==> config.mk <==
export PLATFORM = sky130hd
export DESIGN_NAME = bitmap_priority_scheduler_top
export DESIGN_NICKNAME = d
export VERILOG_FILES = /design/src/hw/rtl/bps_pkg.sv /design/src/hw/rtl/bps_ram.sv /design/src/hw/rtl/bps_picker.sv /design/src/hw/rtl/bitmap_priority_scheduler_top.sv
export SDC_FILE = /design/constraint.sdc
export NUM_CORES = 1
export LEC_CHECK = 0
export BUFFER_PORTS_ARGS = -buffer_cell sky130_fd_sc_hd__buf_2
export CAP_MARGIN = 10
export CORE_MARGIN = 3
export CORE_UTILIZATION = 65
export CTS_BUF_LIST = sky130_fd_sc_hd__clkbuf_4 sky130_fd_sc_hd__clkbuf_8 sky130_fd_sc_hd__clkbuf_16
export CTS_CLUSTER_DIAMETER = 120
export DETAILED_ROUTE_END_ITERATION = 12
export PLACE_DENSITY = 0.87
export SYNTH_ARGS = -nofsm -noshare
export SYNTH_HDL_FRONTEND = slang
export SYNTH_SLANG_ARGS = --single-unit
==> constraint.sdc <==
create_clock -name clock -period 11.1 [get_ports clock]
set_clock_uncertainty 0.1 [all_clocks]
set_input_delay 2.22 -clock clock [delete_from_list [all_inputs] [get_ports clock]]
set_output_delay 2.22 -clock clock [all_outputs]
set_load 0.005 [all_outputs]
==> src/hw/rtl/bps_pkg.sv <==
// ----------------------------------------------------------------------------
// bps_pkg
// Shared constants, operation codes and types of the priority scheduler.
// ----------------------------------------------------------------------------
package bps_pkg;

   localparam int NUM_THREADS  = 32;
   localparam int MAX_THREADS  = 32;
   localparam int THREAD_COUNT = (NUM_THREADS < MAX_THREADS) ? NUM_THREADS : MAX_THREADS;
   localparam int TID_W        = 5;
   localparam int CNT_W        = 32;
   localparam int OP_W         = 2;

   localparam logic [TID_W-1:0] LAST_TID = TID_W'(THREAD_COUNT - 1);

   localparam logic [MAX_THREADS-1:0] VALID_MASK =
      (THREAD_COUNT >= MAX_THREADS) ? {MAX_THREADS{1'b1}}
                                    : MAX_THREADS'((64'd1 << THREAD_COUNT) - 64'd1);

   localparam logic [OP_W-1:0] OP_TICK  = 2'd0;
   localparam logic [OP_W-1:0] OP_DELAY = 2'd1;
   localparam logic [OP_W-1:0] OP_YIELD = 2'd2;

   typedef struct packed {
      logic             found;
      logic [TID_W-1:0] tid;
   } pick_type;

endpackage

==> src/hw/rtl/bps_ram.sv <==
// ----------------------------------------------------------------------------
// bps_ram
// Simple dual-port RAM: one write port, one read port, registered read data.
// ----------------------------------------------------------------------------
module bps_ram #(
   parameter int WIDTH = 32,
   parameter int DEPTH = 32
) (
   input  logic                     clock,
   input  logic                     wr_en,
   input  logic [$clog2(DEPTH)-1:0] wr_addr,
   input  logic [WIDTH-1:0]         wr_data,
   input  logic                     rd_en,
   input  logic [$clog2(DEPTH)-1:0] rd_addr,
   output logic [WIDTH-1:0]         rd_data
);

   logic [WIDTH-1:0] mem_ff [DEPTH];
   logic [WIDTH-1:0] rd_data_ff;

   always_ff @(posedge clock) begin
      if (wr_en) begin
         mem_ff[wr_addr] <= wr_data;
      end
      if (rd_en) begin
         rd_data_ff <= mem_ff[rd_addr];
      end
   end

   assign rd_data = rd_data_ff;

endmodule

==> src/hw/rtl/bps_picker.sv <==
// ----------------------------------------------------------------------------
// bps_picker
// Priority encoder: lowest-numbered ready thread among the threads in use.
// ----------------------------------------------------------------------------
module bps_picker (
   input  logic [bps_pkg::MAX_THREADS-1:0] ready_map,
   output bps_pkg::pick_type               pick
);

   logic [bps_pkg::MAX_THREADS-1:0] map;

   always_comb begin
      map        = ready_map & bps_pkg::VALID_MASK;
      pick.found = |map;
      pick.tid   = '0;
      // scan downward so the lowest set bit wins
      for (int i = bps_pkg::MAX_THREADS - 1; i >= 0; i--) begin
         if (map[i]) begin
            pick.tid = bps_pkg::TID_W'(i);
         end
      end
   end

endmodule

==> src/hw/rtl/bitmap_priority_scheduler_top.sv <==
// ----------------------------------------------------------------------------
// bitmap_priority_scheduler_top
// Tick-driven priority scheduler with per-thread sleep counters in memory.
// ----------------------------------------------------------------------------
// The sleep counters live in a 32-entry RAM with one read and one write port;
// the ready map and running thread are flip-flops. A tick sweeps the counters
// through the RAM, one read and one write-back per cycle, so the length of a
// tick is set by the single RAM read port. Counter entries carry reset-cleared
// valid bits, so the block is usable right after reset with no clearing pass.
// A finished result sits in an output register, and the next request is taken
// while it waits.
// ----------------------------------------------------------------------------
module bitmap_priority_scheduler_top (
   input  logic                        clock,
   input  logic                        reset,
   input  logic                        req_valid,
   output logic                        req_ready,
   input  logic [bps_pkg::OP_W-1:0]    req_op,
   input  logic [bps_pkg::CNT_W-1:0]   req_delay_ticks,
   output logic                        rsp_valid,
   input  logic                        rsp_ready,
   output logic [bps_pkg::TID_W-1:0]   rsp_running_thread,
   output logic [bps_pkg::TID_W-1:0]   rsp_previous_thread,
   output logic                        rsp_switch_request
);

   localparam logic [1:0] S_IDLE  = 2'd0;
   localparam logic [1:0] S_SWEEP = 2'd1;
   localparam logic [1:0] S_PICK  = 2'd2;

   logic [1:0]                        state_ff, state_in;
   logic [bps_pkg::MAX_THREADS-1:0]   ready_ff, ready_in;
   logic [bps_pkg::MAX_THREADS-1:0]   ent_vld_ff, ent_vld_in;
   logic [bps_pkg::TID_W-1:0]         cur_ff, cur_in;
   logic                              choose_ff, choose_in;
   logic [bps_pkg::TID_W-1:0]         cnt_ff, cnt_in;
   logic                              rd_pend_ff, rd_pend_in;
   logic [bps_pkg::TID_W-1:0]         rd_idx_ff, rd_idx_in;
   logic                              rsp_valid_ff, rsp_valid_in;
   logic [bps_pkg::TID_W-1:0]         rsp_run_ff, rsp_run_in;
   logic [bps_pkg::TID_W-1:0]         rsp_prev_ff, rsp_prev_in;
   logic                              rsp_sw_ff, rsp_sw_in;

   logic                              wr_en;
   logic [bps_pkg::TID_W-1:0]         wr_addr;
   logic [bps_pkg::CNT_W-1:0]         wr_data;
   logic                              rd_en;
   logic [bps_pkg::CNT_W-1:0]         rd_data;
   logic [bps_pkg::CNT_W-1:0]         cnt_val;
   bps_pkg::pick_type                 pick;
   logic [bps_pkg::TID_W-1:0]         next_tid;
   logic                              req_xfer;
   logic                              out_free;

   bps_ram #(
      .WIDTH(bps_pkg::CNT_W),
      .DEPTH(bps_pkg::MAX_THREADS)
   ) u_sleep_ram (
      .clock  (clock),
      .wr_en  (wr_en),
      .wr_addr(wr_addr),
      .wr_data(wr_data),
      .rd_en  (rd_en),
      .rd_addr(cnt_ff),
      .rd_data(rd_data)
   );

   bps_picker u_picker (
      .ready_map(ready_ff),
      .pick     (pick)
   );

   assign req_ready = (state_ff == S_IDLE);
   assign req_xfer  = req_valid && req_ready;
   assign out_free  = !rsp_valid_ff || rsp_ready;
   // entries never written read as zero
   assign cnt_val   = ent_vld_ff[rd_idx_ff] ? rd_data : '0;
   assign next_tid  = (choose_ff && pick.found) ? pick.tid : cur_ff;

   always_comb begin
      state_in     = state_ff;
      ready_in     = ready_ff;
      ent_vld_in   = ent_vld_ff;
      cur_in       = cur_ff;
      choose_in    = choose_ff;
      cnt_in       = cnt_ff;
      rd_pend_in   = 1'b0;
      rd_idx_in    = rd_idx_ff;
      rsp_valid_in = rsp_valid_ff;
      rsp_run_in   = rsp_run_ff;
      rsp_prev_in  = rsp_prev_ff;
      rsp_sw_in    = rsp_sw_ff;
      wr_en        = 1'b0;
      wr_addr      = cur_ff;
      wr_data      = req_delay_ticks;
      rd_en        = 1'b0;

      if (rsp_valid_ff && rsp_ready) begin
         rsp_valid_in = 1'b0;
      end

      unique case (state_ff)
         S_IDLE: begin
            if (req_xfer) begin
               unique case (req_op)
                  bps_pkg::OP_TICK: begin
                     cnt_in    = '0;
                     choose_in = 1'b1;
                     state_in  = S_SWEEP;
                  end
                  bps_pkg::OP_DELAY: begin
                     choose_in = (req_delay_ticks != '0);
                     state_in  = S_PICK;
                     if (req_delay_ticks != '0) begin
                        wr_en              = 1'b1;
                        ent_vld_in[cur_ff] = 1'b1;
                        ready_in[cur_ff]   = 1'b0;
                     end
                  end
                  bps_pkg::OP_YIELD: begin
                     choose_in = 1'b1;
                     state_in  = S_PICK;
                  end
                  default: begin
                     choose_in = 1'b0;
                     state_in  = S_PICK;
                  end
               endcase
            end
         end
         S_SWEEP: begin
            // issue read of the next counter, skip the idle thread
            if (cnt_ff != bps_pkg::LAST_TID) begin
               rd_en      = 1'b1;
               rd_pend_in = 1'b1;
               rd_idx_in  = cnt_ff;
               cnt_in     = bps_pkg::TID_W'(cnt_ff + 1'b1);
            end else begin
               state_in = S_PICK;
            end
            // write back the counter read last cycle
            if (rd_pend_ff && (cnt_val != '0)) begin
               wr_en                 = 1'b1;
               wr_addr               = rd_idx_ff;
               wr_data               = cnt_val - 1'b1;
               ent_vld_in[rd_idx_ff] = 1'b1;
               if (cnt_val == bps_pkg::CNT_W'(1)) begin
                  ready_in[rd_idx_ff] = 1'b1;
               end
            end
         end
         S_PICK: begin
            // hold until the output register is free
            if (out_free) begin
               rsp_valid_in = 1'b1;
               rsp_run_in   = next_tid;
               rsp_prev_in  = cur_ff;
               rsp_sw_in    = (next_tid != cur_ff);
               cur_in       = next_tid;
               state_in     = S_IDLE;
            end
         end
         default: begin
            state_in = S_IDLE;
         end
      endcase
   end

   always_ff @(posedge clock) begin
      if (reset) begin
         state_ff     <= S_IDLE;
         ready_ff     <= bps_pkg::VALID_MASK;
         ent_vld_ff   <= '0;
         cur_ff       <= '0;
         rd_pend_ff   <= 1'b0;
         rsp_valid_ff <= 1'b0;
      end else begin
         state_ff     <= state_in;
         ready_ff     <= ready_in;
         ent_vld_ff   <= ent_vld_in;
         cur_ff       <= cur_in;
         rd_pend_ff   <= rd_pend_in;
         rsp_valid_ff <= rsp_valid_in;
      end
   end

   always_ff @(posedge clock) begin
      choose_ff   <= choose_in;
      cnt_ff      <= cnt_in;
      rd_idx_ff   <= rd_idx_in;
      rsp_run_ff  <= rsp_run_in;
      rsp_prev_ff <= rsp_prev_in;
      rsp_sw_ff   <= rsp_sw_in;
   end

   assign rsp_valid           = rsp_valid_ff;
   assign rsp_running_thread  = rsp_run_ff;
   assign rsp_previous_thread = rsp_prev_ff;
   assign rsp_switch_request  = rsp_sw_ff;

endmodule

### After elaboration in Yosys (flattened, before gate mapping)

Memory sizes are Yosys's and may differ from the RTL's. A register that Yosys moved wholly into a read port is not among the register bits.
Cells that the tools add are included.

* add/subtract/negate cells: 2
* $lt $le $gt $ge: 4
* equal/unequal tests: 16
* muxes and demuxes: 77
* bitwise operators: 5
* reduce and logical (&&, ||, !) cells: 22

Operators with widths (count)
* $mux 32: 12
* $mux 5: 38
* $pmux 32 s2: 2
* $or 32x32->32: 3
* $reduce_bool 32->1: 2
* $and 32x32->32: 1
* $eq 32x1->1 const B: 1
* $not 32->32: 1
* $reduce_or 32->1: 1
* $sub 32x1->32 const B: 1
* $mux 1: 14
* $lt 5x6->1 const B: 2
* $demux 1 s5: 2
* $ge 5x1->1 const B: 2
* $ne 2x2->1 const B: 5
* $pmux 5 s2: 1
* $mux 2: 4
* $ne 2x1->1 const B: 4
* $logic_and 1x1->1: 6
* $pmux 2 s3: 1
* $reduce_and 2->1: 3
* $reduce_and 6->1: 1
* $add 5x1->5 const B: 1
* $bmux 1 s5: 1
* 13 further kinds: 17

* register bits after elaboration: 95
* RAM bits: 1024
* input port bits: 38
* output and inout port bits: 13
* word-level logic and storage cells: 139
* memories: 1

Memory list
* u_sleep_ram.mem_ff: words 32, bits a word 32, rd ports 1, clocked after Yosys merged registers in 1, write ports 1, line bps_ram.sv:18 `logic [WIDTH-1:0] mem_ff [DEPTH];`

### Longest topological paths before layout

* word-level depth: 34
* depth in mapped cells: 15
* depth with buffers taken out: 12

### Hierarchy

Synthesis repeated with hierarchy kept, for this count alone.

* cells, all modules: 3066
* area total of the unflattened synthesis: 47425.5 µm²

By module, submodules not included
* bps_ram: instances 1, cells each 2260, area each 40812.9 µm², sequential area each 31710.4 µm²
* bitmap_priority_scheduler_top: instances 1, cells each 741, area each 6227.2 µm², sequential area each 2122.0 µm²
* bps_picker: instances 1, cells each 65, area each 385.4 µm², sequential area each 0.0 µm²

### Worst setup path after synthesis

No wires, ideal clock.

* kind: reg-to-reg
* start point: register rd_idx_ff[1] in the netlist's numbering
* end point: memory u_sleep_ram.mem_ff[0][26] (data pin)
* setup time: 0.563 ns
* data arrival time: 5.170 ns
* required time: 10.437 ns
* path slack: 5.266 ns
* stages on the path, launching flop included: 15
* path buffers: 3
* clock period less this slack: 5.834 ns
* cells stage by stage: edfxtp_1 > mux2_1 > and3_1 > or4_1 > a21o_1 > clkbuf_1 > buf_1 > nand2_1 > ha_1 > nand3_1 > or3_1 > clkbuf_1 > o31ai_1 > a21oi_1 > o41ai_1

* word-level cells in the longest chain between the ends: 7
* elaborated cells on any way between the ends: 8
* classes of those cells: add/sub (1); mux (5); reduce/logical (2)

RTL lines
* start: declaration: line bitmap_priority_scheduler_top.sv:38 `logic [bps_pkg::TID_W-1:0] rd_idx_ff, rd_idx_in;`
* start signal: assignment: line bitmap_priority_scheduler_top.sv:190 `rd_idx_ff <= rd_idx_in;`
* $bmux 1 s5 (*): line bitmap_priority_scheduler_top.sv:77 `assign cnt_val = ent_vld_ff[rd_idx_ff] ? rd_data : '0;`
* $mux 1 (implied by the code) (*): line bitmap_priority_scheduler_top.sv:77
* $mux 32 (*): line bitmap_priority_scheduler_top.sv:77
* parallel branches: the longest is 2 deep, another holds $sub 32x1->32
* $mux 32 (*): line bitmap_priority_scheduler_top.sv:142 `if (rd_pend_ff && (cnt_val != '0)) begin`
* $mux 32 (*): line bitmap_priority_scheduler_top.sv:102 `unique case (state_ff)`
* named net u_sleep_ram.wr_data[26]: line bps_ram.sv:12 `input logic [WIDTH-1:0] wr_data,`
* end: declaration: line bps_ram.sv:18

Mark *: on every way through the listed nets, which the timed path passes. The select of a mux whose other input is x is not followed.

### Worst setup path in the final report

* start point: register rd_idx_ff[1] in the netlist's numbering
* end point: memory u_sleep_ram.mem_ff[18][23] (data pin)

The elaborated chain is that of the path after synthesis.

==> impl_metrics.yaml <==
outcome:
  outcome: "complete, no violations"
worst_setup_path:
  critPathLaunch: "rd_idx_ff[1]"
  r2r-start: "rd_idx_ff[1]"
  arrival_ns: 6.73
  criticalPathCategory: "reg2reg"
  cp-start-kind: "register"
  required_ns: 11.51
  crit_fanout: 41
  crit_path_end_kind: "register"
floorplan:
  die_y_um: 272
  io_pins: 51
  dieArea_sq_um: 73900
  num_rows: 96
  core_sq_um: 69300
  start_util_pct: 66.3
  chipWidth_um: 272
clock_network:
  root_buffer: "clkbuf_16"
  clkSinkCount: 1151
  cts_resized: 0
  insertion_delay_ns: 0.69
  htreeDepth: 3
  cts_tree: "done"
  clk_pin_slew_ns: 0.06
  cts-hold-fix-buffers: 0
  clockBufferDepth: 3
  cts_inserted_buffers: 108
  postCtsSetupBuffers: 0
global_route:
  grt_pass1_wl_um: 190000
  grt_overflow: 0
  grt_antenna_before_repair: 5
  grt_pass1_vias: 25800
  grt_max_degree: 110
  grt_usage_pct: 36.2
synthesis:
  syn_inst: 2294
  synthMuxAreaShare_pct: 17.1
  ys.flop_type: "edfxtp_1"
  synth_compound_area_share_pct: 3.55
  synth_edf_count: 1078
  yosysTopAreaCellShare_pct: 70.5
  ys_ff_latch: 1151
  syn-num-nets: 2337
  synth_top_family_by_area: "multiplexers"
  synth.distinct_cells: 70
  synth_largest_area_cell: "edfxtp_1"
  synth.area.top_cells: "edfxtp_1 70%, mux4_2 16%, dfxtp_1 3.2%, nor2_1 0.96%, mux2_2 0.78%"
  synth.cell_area_sq_um: 45900
  synthAdderAreaFrac_pct: 0.136
  ys_seq_area_share_pct: 73.6
  synth_xor_area_share_pct: 0.381
  ys_async_sr_fraction_pct: 0
  ys_warn_count: 0
  synth-simple-area-share_pct: 4.01
  avgSynthCellArea_sq_um: 20.0
place:
  gp_congestion: 0.935
  io_buffers: 50
  dpl_cell_area_sq_um: 47800
  dpl.hpwl_um: 68500
route:
  avgViaCountPerCell: 7.73
  dr_total_vias: 26500
  routed_wl_um: 137000
  ant_nets: 0
  drt_iter0_markers: 4794
  drc: 0
  dr.pass1.iters: 8
  routedWlPerCell_um: 39.9
sta:
  fin_crit_ns: 6.32
  max-slew-margin-rel_pct: 10.9
  slew_viol_final: 0
  finalHoldViolCount: 0
  fmax_mhz: 158
  grt_setup_unrepaired: "false"
  setup-tns-final_ns: 0
  worst_pin_slew_ns: 1.33
  setup_violations: 0
  min_period_over_period_pct: 56.9
finish:
  drive_above_1_share_pct: 29.9
  fin_nets: 2445
  final_area_sq_um: 51800
  fin_util_pct: 74.7
  syn_to_final_growth_pct: 12.7
run:
  drv_cap: 0
power:
  peakVddDrop_mv: 0.192
  cellLeakagePower_nw: 16.2
  cellPowerDensity_nw_per_um2: 178
hold_path:
  holdCritStartpoint: "ent_vld_ff[27]"
  hp-class: "reg2reg"
[flip-flops by register name, indices dropped and copies added (netlist names)]
name	flops
rd_idx_ff	5
ready_ff	32
choose_ff	1
state_ff	2
u_sleep_ram.mem_ff	1024
rsp_switch_request	1
u_sleep_ram.rd_data	32
cnt_ff	5
rsp_running_thread	5
rd_pend_ff	1
ent_vld_ff	32
rsp_previous_thread	5
rsp_valid	1
cur_ff	5
[placed cells by master (no fill, tap or decap), types with 7 or more instances in the layout]
cell | Yosys | final
edfxtp_1 | 1078 | 1078
mux4_2 | 321 | 321
clkbuf_16 | 0 | 109
nor2_1 | 118 | 86
dfxtp_1 | 73 | 73
nand2_1 | 68 | 68
a21oi_1 | 63 | 62
buf_4 | 1 | 58
buf_2 | 11 | 54
mux2_2 | 32 | 32
nand2b_1 | 31 | 31
nor2_4 | 0 | 31
clkinv_1 | 0 | 31
nor3_1 | 28 | 27
o31ai_1 | 24 | 22
mux2i_1 | 22 | 22
nor4_1 | 20 | 18
o21bai_1 | 18 | 18
o21ai_0 | 24 | 17
nand3_1 | 16 | 16
o22ai_1 | 16 | 16
clkbuf_4 | 0 | 16
a221o_1 | 15 | 15
clkinv_2 | 0 | 14
inv_1 | 15 | 13
xnor2_1 | 13 | 13
bufinv_16 | 0 | 13
nor2b_1 | 11 | 11
and2_1 | 11 | 11
buf_12 | 0 | 11
or3_1 | 10 | 10
and3_1 | 9 | 9
a31oi_4 | 1 | 9
o41ai_2 | 0 | 8
clkinvlp_4 | 0 | 8
nand3b_1 | 7 | 7
or2_2 | 7 | 7
xor2_1 | 7 | 7
[per-layer routing]
layer | part of all wire (%) | track usage [%] | wire length, um | vias to the layer above
met2 | 47 | 56.5 | 64700 | 2804
met1 | 31 | 47.0 | 42800 | 13300
met5 | 0.074 | 2.17 | 101 | -
met3 | 13 | 10.2 | 18000 | 629
li1 | - | - | - | 9783
met4 | 8.0 | 19.7 | 10900 | 6
[worst max-delay path, stage by stage, from the launching register on]
cell and delay [ns]:
edfxtp_1 1.03, mux2i_1 0.15, or4_1 0.43, o2111ai_1 0.18
a21o_2 0.18, buf_4 0.60, nand2_1 0.25, ha_1 0.33
nor2_1 0.25, inv_1 0.15, o31ai_4 0.12, buf_4 0.65
nor2_1 0.35, a41oi_2 0.92, buf_4 0.37
[synth_stat cells, types with 6 or more instances]
cell type / number
o41ai_1: 10
a21oi_1: 63
o31ai_1: 24
mux2i_1: 22
or4_1: 6
nor2_1: 118
xor2_1: 7
edfxtp_1: 1078
mux4_2: 321
or2_2: 7
mux2_2: 32
a31oi_1: 14
and2_1: 11
nand2b_1: 31
a221o_1: 15
nand3b_1: 7
o21ai_0: 24
nor4_1: 20
nor3_1: 28
nand2_1: 68
dfxtp_1: 73
o21bai_1: 18
clkbuf_1: 89
and3_1: 9
buf_1: 26
or3_1: 10
xnor2_1: 13
nor2b_1: 11
o22ai_1: 16
nand3_1: 16
inv_1: 15
buf_2: 11
[where the power goes]
part	total (mW)	internal (mW)	switching (mW)	leakage, nW
clock	3.87	2.17	1.70	1.78
combinational	0.547	0.213	0.334	4.15
sequential	4.79	4.77	0.0229	10.3
total	9.21	7.15	2.06	16.2
[per-stage QoR]
step	setup WS (ns)	hold WS (ns)	std cells	total power [mW]
after detailed placement	4.87	0.353	3207	5.39
final	4.78	0.368	3427	9.21
after floorplan	5.27	0.306	2294	5.20
after CTS	4.78	0.365	3408	9.15
after global placement	4.76	0.337	3205	5.36
after global routing	4.61	0.393	3426	9.35
[cell families after synthesis]
logic type,after synthesis
simple gates,364
compound gates,234
buf+inv,143
flops,1151
fa+ha+maj,5
mux,377
xor+xnor,20
[path summary, 6_finish.rpt]
path                                end  slack [ns]  cells after the start
max          u_sleep_ram.mem_ff[18][23]        4.78                     14
min                      ent_vld_ff[27]        0.37                      2
max reg2reg  u_sleep_ram.mem_ff[18][23]        4.78                     14
min reg2reg              ent_vld_ff[27]        0.37                      2
[final cells by class]
| type | count | area (sq um) |
|---|---|---|
| Fill cell | 3462 | 17500 |
| Clock buffer | 128 | 2890 |
| Inverter | 15 | 56.3 |
| Antenna cell | 3 | 7.51 |
| Sequential cell | 1151 | 33800 |
| Multi-Input combinational cell | 1000 | 12100 |
| Timing Repair Buffer | 126 | 1010 |
| Clock inverter | 73 | 759 |
| Tap cell | 931 | 1160 |
Power figures use the tool's default switching activity.
